[src/hw/rtl/rau_pkg.sv]
`timescale 1ns / 1ps
`default_nettype none
// ----------------------------------------------------------------------------
// rau_pkg
// Shared types and constants for the rational arithmetic unit.
// ----------------------------------------------------------------------------
package rau_pkg;

    localparam int OPERAND_WIDTH_DEF = 16;
    localparam int RES_WIDTH         = 32;

    typedef enum logic [1:0] {
        CMD_ADD = 2'd0,
        CMD_SUB = 2'd1,
        CMD_MUL = 2'd2,
        CMD_DIV = 2'd3
    } cmd_t;

endpackage : rau_pkg
`default_nettype wire

[src/hw/rtl/rau_reduce.sv]
`timescale 1ns / 1ps
`default_nettype none
// ----------------------------------------------------------------------------
// rau_reduce
// Reduces one fraction n/d by gcd(|n|,|d|); a zero part leaves it as it is.
// Binary gcd followed by two restoring divisions, all on one shared subtractor.
// ----------------------------------------------------------------------------
module rau_reduce
    import rau_pkg::*;
#(
    parameter int OPERAND_WIDTH = OPERAND_WIDTH_DEF
)
(
    input  wire logic                            clk,
    input  wire logic                            rst_n,
    input  wire logic                            start,
    input  wire logic signed [OPERAND_WIDTH-1:0] num_in,
    input  wire logic signed [OPERAND_WIDTH-1:0] den_in,
    output      logic                            done,
    output      logic signed [OPERAND_WIDTH-1:0] num_red,
    output      logic signed [OPERAND_WIDTH-1:0] den_red
);

    localparam int W  = OPERAND_WIDTH;
    localparam int KW = $clog2(W);

    typedef enum logic [4:0] {
        R_IDLE = 5'b00001,
        R_GCD  = 5'b00010,
        R_DIVN = 5'b00100,
        R_DIVD = 5'b01000,
        R_DONE = 5'b10000
    } red_state_t;

    red_state_t state_reg, state_next;

    logic [W-1:0]  mn_reg, mn_next;
    logic [W-1:0]  md_reg, md_next;
    logic          neg_n_reg, neg_n_next;
    logic          neg_d_reg, neg_d_next;
    logic [W-1:0]  u_reg, u_next;
    logic [W-1:0]  v_reg, v_next;
    logic [KW-1:0] k_reg, k_next;
    logic [W-1:0]  g_reg, g_next;
    logic [W-1:0]  rem_reg, rem_next;
    logic [W-1:0]  quo_reg, quo_next;
    logic [KW-1:0] cnt_reg, cnt_next;
    logic signed [W-1:0] num_red_reg, num_red_next;
    logic signed [W-1:0] den_red_reg, den_red_next;

    logic [W-1:0] mag_n, mag_d;
    logic [W:0]   rem_sh;
    logic [W:0]   sub_a, sub_b, diff;
    logic [W-1:0] neg_diff;
    logic [W-1:0] quo_step, rem_step;
    logic [W-1:0] quo_signed;

    assign mag_n = num_in[W-1] ? W'(~num_in + 1'b1) : W'(num_in);
    assign mag_d = den_in[W-1] ? W'(~den_in + 1'b1) : W'(den_in);

    assign rem_sh = {rem_reg, quo_reg[W-1]};

    // the one subtractor: u - v during gcd, trial subtract during divide
    always_comb
    begin
        case (state_reg)
            R_GCD:
            begin
                sub_a = {1'b0, u_reg};
                sub_b = {1'b0, v_reg};
            end
            default:
            begin
                sub_a = rem_sh;
                sub_b = {1'b0, g_reg};
            end
        endcase
    end

    assign diff     = sub_a - sub_b;
    assign neg_diff = ~diff[W-1:0] + 1'b1;
    assign quo_step = {quo_reg[W-2:0], ~diff[W]};
    assign rem_step = diff[W] ? rem_sh[W-1:0] : diff[W-1:0];

    always_comb
    begin
        quo_signed = (state_reg == R_DIVN ? neg_n_reg : neg_d_reg)
                     ? W'(~quo_step + 1'b1) : quo_step;
    end

    always_comb
    begin
        state_next   = state_reg;
        mn_next      = mn_reg;
        md_next      = md_reg;
        neg_n_next   = neg_n_reg;
        neg_d_next   = neg_d_reg;
        u_next       = u_reg;
        v_next       = v_reg;
        k_next       = k_reg;
        g_next       = g_reg;
        rem_next     = rem_reg;
        quo_next     = quo_reg;
        cnt_next     = cnt_reg;
        num_red_next = num_red_reg;
        den_red_next = den_red_reg;

        case (state_reg)
            R_IDLE:
            begin
                if (start)
                begin
                    mn_next    = mag_n;
                    md_next    = mag_d;
                    neg_n_next = num_in[W-1];
                    neg_d_next = den_in[W-1];
                    u_next     = mag_n;
                    v_next     = mag_d;
                    k_next     = '0;
                    if (mag_n == '0 || mag_d == '0)
                    begin
                        // zero part: left unreduced
                        num_red_next = num_in;
                        den_red_next = den_in;
                        state_next   = R_DONE;
                    end
                    else
                    begin
                        state_next = R_GCD;
                    end
                end
            end

            R_GCD:
            begin
                if (u_reg == v_reg)
                begin
                    g_next     = u_reg << k_reg;
                    rem_next   = '0;
                    quo_next   = mn_reg;
                    cnt_next   = '0;
                    state_next = R_DIVN;
                end
                else if (!u_reg[0] && !v_reg[0])
                begin
                    u_next = u_reg >> 1;
                    v_next = v_reg >> 1;
                    k_next = k_reg + 1'b1;
                end
                else if (!u_reg[0])
                begin
                    u_next = u_reg >> 1;
                end
                else if (!v_reg[0])
                begin
                    v_next = v_reg >> 1;
                end
                else if (!diff[W])
                begin
                    u_next = diff[W-1:0] >> 1;
                end
                else
                begin
                    v_next = neg_diff >> 1;
                end
            end

            R_DIVN:
            begin
                rem_next = rem_step;
                quo_next = quo_step;
                cnt_next = cnt_reg + 1'b1;
                if (cnt_reg == KW'(W - 1))
                begin
                    num_red_next = quo_signed;
                    rem_next     = '0;
                    quo_next     = md_reg;
                    cnt_next     = '0;
                    state_next   = R_DIVD;
                end
            end

            R_DIVD:
            begin
                rem_next = rem_step;
                quo_next = quo_step;
                cnt_next = cnt_reg + 1'b1;
                if (cnt_reg == KW'(W - 1))
                begin
                    den_red_next = quo_signed;
                    state_next   = R_DONE;
                end
            end

            R_DONE:
            begin
                state_next = R_IDLE;
            end

            default:
            begin
                state_next = R_IDLE;
            end
        endcase
    end

    always_ff @(posedge clk or negedge rst_n)
    begin
        if (!rst_n)
        begin
            state_reg <= R_IDLE;
        end
        else
        begin
            state_reg <= state_next;
        end
    end

    always_ff @(posedge clk)
    begin
        mn_reg      <= mn_next;
        md_reg      <= md_next;
        neg_n_reg   <= neg_n_next;
        neg_d_reg   <= neg_d_next;
        u_reg       <= u_next;
        v_reg       <= v_next;
        k_reg       <= k_next;
        g_reg       <= g_next;
        rem_reg     <= rem_next;
        quo_reg     <= quo_next;
        cnt_reg     <= cnt_next;
        num_red_reg <= num_red_next;
        den_red_reg <= den_red_next;
    end

    assign done    = (state_reg == R_DONE);
    assign num_red = num_red_reg;
    assign den_red = den_red_reg;

endmodule : rau_reduce
`default_nettype wire

[src/hw/rtl/rational_arithmetic_unit.sv]
`timescale 1ns / 1ps
`default_nettype none
// ----------------------------------------------------------------------------
// rational_arithmetic_unit
// Reduces two signed fractions by their gcds, then adds, subtracts,
// multiplies or divides them with 32-bit wrapping results.
// ----------------------------------------------------------------------------
//  channel  | handshake            | payload
//  ---------+----------------------+--------------------------------------
//  in       | in_valid / in_ready  | cmd, num_a, den_a, num_b, den_b
//  out      | out_valid / out_ready| num_out, den_out, den_is_zero
//
//  Each operand passes through the reducer: a load state, binary gcd
//  steps until u and v match, a restoring division of each part and a done
//  state; a zero part goes straight to done. The single 32x32 multiplier
//  then forms three products in turn, and the result stage loads the output
//  register once it is free. in_ready is high only while the sequencer
//  idles; a finished result sits in the output register while the next
//  request is taken. Reset clears control state only.
// ----------------------------------------------------------------------------
module rational_arithmetic_unit
    import rau_pkg::*;
#(
    parameter int OPERAND_WIDTH = OPERAND_WIDTH_DEF
)
(
    input  wire logic                            clk,
    input  wire logic                            rst_n,
    input  wire logic                            in_valid,
    output      logic                            in_ready,
    input  wire logic [1:0]                      cmd,
    input  wire logic signed [OPERAND_WIDTH-1:0] num_a,
    input  wire logic signed [OPERAND_WIDTH-1:0] den_a,
    input  wire logic signed [OPERAND_WIDTH-1:0] num_b,
    input  wire logic signed [OPERAND_WIDTH-1:0] den_b,
    output      logic                            out_valid,
    input  wire logic                            out_ready,
    output      logic signed [RES_WIDTH-1:0]     num_out,
    output      logic signed [RES_WIDTH-1:0]     den_out,
    output      logic                            den_is_zero
);

    localparam int W = OPERAND_WIDTH;
    localparam int R = RES_WIDTH;

    typedef enum logic [6:0] {
        S_IDLE   = 7'b0000001,
        S_LOAD_A = 7'b0000010,
        S_RED_A  = 7'b0000100,
        S_LOAD_B = 7'b0001000,
        S_RED_B  = 7'b0010000,
        S_MUL    = 7'b0100000,
        S_FIN    = 7'b1000000
    } state_t;

    state_t state_reg, state_next;

    cmd_t                cmd_reg, cmd_next;
    logic signed [W-1:0] na_reg, na_next;
    logic signed [W-1:0] da_reg, da_next;
    logic signed [W-1:0] nb_reg, nb_next;
    logic signed [W-1:0] db_reg, db_next;
    logic [R-1:0]        n1_reg, n1_next;
    logic [R-1:0]        d1_reg, d1_next;
    logic [R-1:0]        n2_reg, n2_next;
    logic [R-1:0]        d2_reg, d2_next;
    logic [R-1:0]        p0_reg, p0_next;
    logic [R-1:0]        p1_reg, p1_next;
    logic [R-1:0]        p2_reg, p2_next;
    logic [1:0]          mstep_reg, mstep_next;

    logic                out_valid_reg, out_valid_next;
    logic [R-1:0]        num_out_reg, num_out_next;
    logic [R-1:0]        den_out_reg, den_out_next;
    logic                dz_reg, dz_next;

    logic                red_start, red_done;
    logic signed [W-1:0] red_num_in, red_den_in;
    logic signed [W-1:0] red_num, red_den;

    logic [R-1:0]        mul_a, mul_b, product;
    logic [R-1:0]        rn, rd;
    logic                in_fire, out_free;

    rau_reduce #(
        .OPERAND_WIDTH (OPERAND_WIDTH)
    ) u_reduce (
        .clk     (clk),
        .rst_n   (rst_n),
        .start   (red_start),
        .num_in  (red_num_in),
        .den_in  (red_den_in),
        .done    (red_done),
        .num_red (red_num),
        .den_red (red_den)
    );

    assign red_start  = (state_reg == S_LOAD_A) || (state_reg == S_LOAD_B);
    assign red_num_in = (state_reg == S_LOAD_A) ? na_reg : nb_reg;
    assign red_den_in = (state_reg == S_LOAD_A) ? da_reg : db_reg;

    assign in_ready = (state_reg == S_IDLE);
    assign in_fire  = in_valid && in_ready;
    assign out_free = !out_valid_reg || out_ready;

    // shared multiplier, low 32 bits only
    always_comb
    begin
        case (mstep_reg)
            2'd0:
            begin
                mul_a = n1_reg;
                mul_b = (cmd_reg == CMD_MUL) ? n2_reg : d2_reg;
            end
            2'd1:
            begin
                mul_a = d1_reg;
                mul_b = (cmd_reg == CMD_MUL) ? d2_reg : n2_reg;
            end
            default:
            begin
                mul_a = d1_reg;
                mul_b = d2_reg;
            end
        endcase
    end

    assign product = mul_a * mul_b;

    always_comb
    begin
        case (cmd_reg)
            CMD_ADD:
            begin
                if (d1_reg == d2_reg)
                begin
                    rn = n1_reg + n2_reg;
                    rd = d1_reg;
                end
                else
                begin
                    rn = p0_reg + p1_reg;
                    rd = p2_reg;
                end
            end
            CMD_SUB:
            begin
                if (n1_reg == n2_reg && d1_reg == d2_reg)
                begin
                    rn = '0;
                    rd = R'(1);
                end
                else if (d1_reg == d2_reg)
                begin
                    rn = n1_reg - n2_reg;
                    rd = d1_reg;
                end
                else
                begin
                    rn = p0_reg - p1_reg;
                    rd = p2_reg;
                end
            end
            default:
            begin
                // multiply and divide: operands were picked in the multiplier
                rn = p0_reg;
                rd = p1_reg;
            end
        endcase
    end

    always_comb
    begin
        state_next     = state_reg;
        cmd_next       = cmd_reg;
        na_next        = na_reg;
        da_next        = da_reg;
        nb_next        = nb_reg;
        db_next        = db_reg;
        n1_next        = n1_reg;
        d1_next        = d1_reg;
        n2_next        = n2_reg;
        d2_next        = d2_reg;
        p0_next        = p0_reg;
        p1_next        = p1_reg;
        p2_next        = p2_reg;
        mstep_next     = mstep_reg;
        out_valid_next = out_valid_reg;
        num_out_next   = num_out_reg;
        den_out_next   = den_out_reg;
        dz_next        = dz_reg;

        if (out_valid_reg && out_ready)
        begin
            out_valid_next = 1'b0;
        end

        case (state_reg)
            S_IDLE:
            begin
                if (in_fire)
                begin
                    cmd_next   = cmd_t'(cmd);
                    na_next    = num_a;
                    da_next    = den_a;
                    nb_next    = num_b;
                    db_next    = den_b;
                    state_next = S_LOAD_A;
                end
            end
            S_LOAD_A:
            begin
                state_next = S_RED_A;
            end
            S_RED_A:
            begin
                if (red_done)
                begin
                    n1_next    = R'(red_num);
                    d1_next    = R'(red_den);
                    state_next = S_LOAD_B;
                end
            end
            S_LOAD_B:
            begin
                state_next = S_RED_B;
            end
            S_RED_B:
            begin
                if (red_done)
                begin
                    n2_next    = R'(red_num);
                    d2_next    = R'(red_den);
                    mstep_next = '0;
                    state_next = S_MUL;
                end
            end
            S_MUL:
            begin
                mstep_next = mstep_reg + 1'b1;
                case (mstep_reg)
                    2'd0:    p0_next = product;
                    2'd1:    p1_next = product;
                    default:
                    begin
                        p2_next    = product;
                        state_next = S_FIN;
                    end
                endcase
            end
            S_FIN:
            begin
                if (out_free)
                begin
                    num_out_next   = rn;
                    den_out_next   = rd;
                    dz_next        = (rd == '0);
                    out_valid_next = 1'b1;
                    state_next     = S_IDLE;
                end
            end
            default:
            begin
                state_next = S_IDLE;
            end
        endcase
    end

    always_ff @(posedge clk or negedge rst_n)
    begin
        if (!rst_n)
        begin
            state_reg     <= S_IDLE;
            out_valid_reg <= 1'b0;
        end
        else
        begin
            state_reg     <= state_next;
            out_valid_reg <= out_valid_next;
        end
    end

    always_ff @(posedge clk)
    begin
        cmd_reg     <= cmd_next;
        na_reg      <= na_next;
        da_reg      <= da_next;
        nb_reg      <= nb_next;
        db_reg      <= db_next;
        n1_reg      <= n1_next;
        d1_reg      <= d1_next;
        n2_reg      <= n2_next;
        d2_reg      <= d2_next;
        p0_reg      <= p0_next;
        p1_reg      <= p1_next;
        p2_reg      <= p2_next;
        mstep_reg   <= mstep_next;
        num_out_reg <= num_out_next;
        den_out_reg <= den_out_next;
        dz_reg      <= dz_next;
    end

    assign out_valid   = out_valid_reg;
    assign num_out     = num_out_reg;
    assign den_out     = den_out_reg;
    assign den_is_zero = dz_reg;

endmodule : rational_arithmetic_unit
`default_nettype wire

[config.mk]
export PLATFORM = sky130hd
export DESIGN_NAME = rational_arithmetic_unit
export DESIGN_NICKNAME = d
export VERILOG_FILES = /design/src/hw/rtl/rau_pkg.sv /design/src/hw/rtl/rau_reduce.sv /design/src/hw/rtl/rational_arithmetic_unit.sv
export SDC_FILE = /design/constraint.sdc
export NUM_CORES = 2
export LEC_CHECK = 0
export BUFFER_PORTS_ARGS = -buffer_cell sky130_fd_sc_hd__buf_2
export CAP_MARGIN = 10
export CORE_UTILIZATION = 25
export DETAILED_ROUTE_END_ITERATION = 10
export PLACE_DENSITY = 0.41
export SLEW_MARGIN = 20
export SYNTH_ARGS = -nofsm -noshare
export SYNTH_HDL_FRONTEND = slang
export SYNTH_SLANG_ARGS = --single-unit
[constraint.sdc]
create_clock -name clk -period 22 [get_ports clk]
set_clock_uncertainty 0.05 [all_clocks]
set_input_delay 5.5 -clock clk [delete_from_list [all_inputs] [get_ports clk]]
set_output_delay 5.5 -clock clk [all_outputs]
set_load 0.005 [all_outputs]
==> results.sh <==
export IMPL_syn_num_nets=4348
export IMPL_antenna_left=0
export IMPL_clock_path_buffers=3
export IMPL_cp_required_ps=22320
export IMPL_area_delta_synth_final_pct=13.0
export IMPL_status="finished, final reports clean"
export IMPL_via_per_inst=4.67
export IMPL_clkSlewWorstSetupHoldPaths_ps=60
export IMPL_setup_viol=0
export IMPL_ys_ff_latch=460
export IMPL_io_pins=137
export IMPL_port_buffers=136
export IMPL_hold_class="reg -> reg"
export IMPL_post_route_min_period_ps=9890
export IMPL_hold_ws_ps=404
export IMPL_synth_top_cell_area_share=0.348
export IMPL_fill_cells=16100
export IMPL_ys_top_cells_by_count="inv_1, edfxtp_1, nor2_1"
export IMPL_worstMarginPinSlew_ps=1070
export IMPL_synth_ff_type="edfxtp_1"
export IMPL_synth_top_family_by_area="adder cells"
export IMPL_yosys_top_cells_area="edfxtp_1, fa_1, ha_1, inv_1, nor2_1"
export IMPL_avgSynthCellArea_um2=10.4
export IMPL_slew_violations=0
export IMPL_synth_distinct_cells=97
export IMPL_synthAdderAreaFrac=0.255
export IMPL_syn_area_um2=38600
export IMPL_wire_per_inst_um=21.0
export IMPL_fin_tns_setup_ps=0
export IMPL_drc=0
export IMPL_crit_arrival_ps=10210
export IMPL_max_cap_violations=0
export IMPL_synth_compound_area_frac=0.116
export IMPL_synth_edff_count=447
export IMPL_cts_tree="done"
export IMPL_hold_violations=0
export IMPL_grt_use_total=0.155
export IMPL_vias=27500
export IMPL_yosysMostFrequentCell="inv_1"
export IMPL_nets=4452
export IMPL_drt_iter0_markers=1865
export IMPL_antenna_found_initial=1
export IMPL_rsz0062_at_grt="false"
export IMPL_yosys_area_top_type="edfxtp_1"
export IMPL_syn_inst=3697
export IMPL_cts_sinks=460
export IMPL_grt_pass1_wl_mm=184
export IMPL_ys_warn_count=0
export IMPL_max_freq_mhz=101
export IMPL_startpoint_type="flop"
export IMPL_worst_path_max_fanout=36
export IMPL_routed_wl_mm=123
export IMPL_cts_root_buf="clkbuf_16"
export IMPL_critPathSlowestCell="ha_2"
export IMPL_grt_max_degree=65
export IMPL_htree_levels=2
export IMPL_insertion_delay_ps=650
export IMPL_grt_ovfl_total=0
export IMPL_drt_first_pass_iters=6
export IMPL_initial_utilization=0.253
export IMPL_gp_congestion=0.861
export IMPL_dp_hpwl_mm=99.0
export IMPL_core_um2=153000
export IMPL_numCtsBuffers=55
export IMPL_diodes=0
export IMPL_slowest_delay_ps=830
export IMPL_synth_xor_area_frac=0.0533
export IMPL_synth_simple_area_share=0.120
export IMPL_crit_top_cell="fa_1"
export IMPL_ys_async_sr_fraction=0.0283
export IMPL_muxShareOfSynthArea=0.0382
export IMPL_holdBufCountCts=0
export IMPL_drive_gt1_frac=0.101
export IMPL_post_cts_setup_buffers=0
export IMPL_die_h_um=395
export IMPL_grt_pass1_vias=27900
export IMPL_die_w_um=395
export IMPL_timing_slew_headroom=0.270
export IMPL_critPathCaptureType="flop"
export IMPL_rows=143
export IMPL_die_area_um2=156000
export IMPL_cts_resized=0
export IMPL_crit_type="reg -> reg"
export IMPL_period_share=0.449
export IMPL_ys_seq_area_frac=0.357
[layer usage]
| layer | track usage | vias up | share of wire |
|---|---|---|---|
| li1 | - | 13000 | - |
| met1 | 0.216 | 13700 | 0.47 |
| met2 | 0.257 | 606 | 0.47 |
| met3 | 0.0175 | 129 | 0.037 |
| met4 | 0.0380 | 0 | 0.024 |
| met5 | 0 | - | 0 |
[final cells by class]
class | count | area [um2] | area share
multi-input cells | 2620 | 22600 | 0.518
flip-flops and latches | 460 | 13800 | 0.316
well taps | 2030 | 2540 | 0.0583
inverters | 470 | 1760 | 0.0405
clock buffers | 61 | 1410 | 0.0323
repair buffers | 194 | 1120 | 0.0256
clock inverters | 42 | 429 | 0.00985
[logic make-up (layout without fill, tap and decap cells)]
family,count (synthesis),in the layout
AOI/OAI and AO/OA,672,672
xor gates and xnor gates,233,233
adders and majority gates,581,581
buffers and inverters,617,767
DFF,460,460
muxes,141,141
and+or+nand+nor,993,993
[metrics by stage]
step,worst slack (ps),std cells,cell area [um2],utilization
6_report,12110,5877,43600,0.285
5_1_grt,11590,5877,43600,0.285
4_1_cts,12160,5877,43600,0.285
3_5_place_dp,12180,5774,41700,0.273
3_3_place_gp,12300,5774,41700,0.273
2_1_floorplan,12790,3697,38600,-
[worst paths after layout]
check                      slack (ps)                    end  cells after the start                 start
min in group asynchronous        4720              out_valid                      1                 rst_n
setup / recovery                12110             p0_reg[28]                     28          mstep_reg[0]
hold / removal                    400             d2_reg[13]                      0  u_reduce.den_red[13]
setup reg to reg                12110             p0_reg[28]                     28          mstep_reg[0]
hold reg to reg                   400             d2_reg[13]                      0  u_reduce.den_red[13]
max in group asynchronous       16850  u_reduce.state_reg[0]                      1                 rst_n
[critical path: cells and delay by family (launching register included)]
kind | cells | cell delay, ps
AND/OR/NAND/NOR | 1 | 320
buffers and inverters | 8 | 960
adder cells (fa/ha/maj) | 10 | 5120
AO/OA/AOI/OAI | 8 | 2640
XOR/XNOR | 1 | 120
flip-flops | 1 | 420
[cells in the final DEF, fill, tap and decap left out, types with 36 or more instances in the layout]
master       n
edfxtp_1   447
buf_4       58
fa_1       341
nor4_1      36
o21ai_0    117
nand3_1     39
a21oi_1    186
mux2i_1    107
ha_1       239
nand2b_1    43
xnor2_1    152
nor3_1      58
clkbuf_16   55
a21o_1      40
buf_2      136
inv_1      466
nor2_1     360
xor2_1      79
nand2_1    277
Power is left out: the tool's default activity adds up to more than one toggle a clock period on the data nets, which glitch-free logic cannot reach.
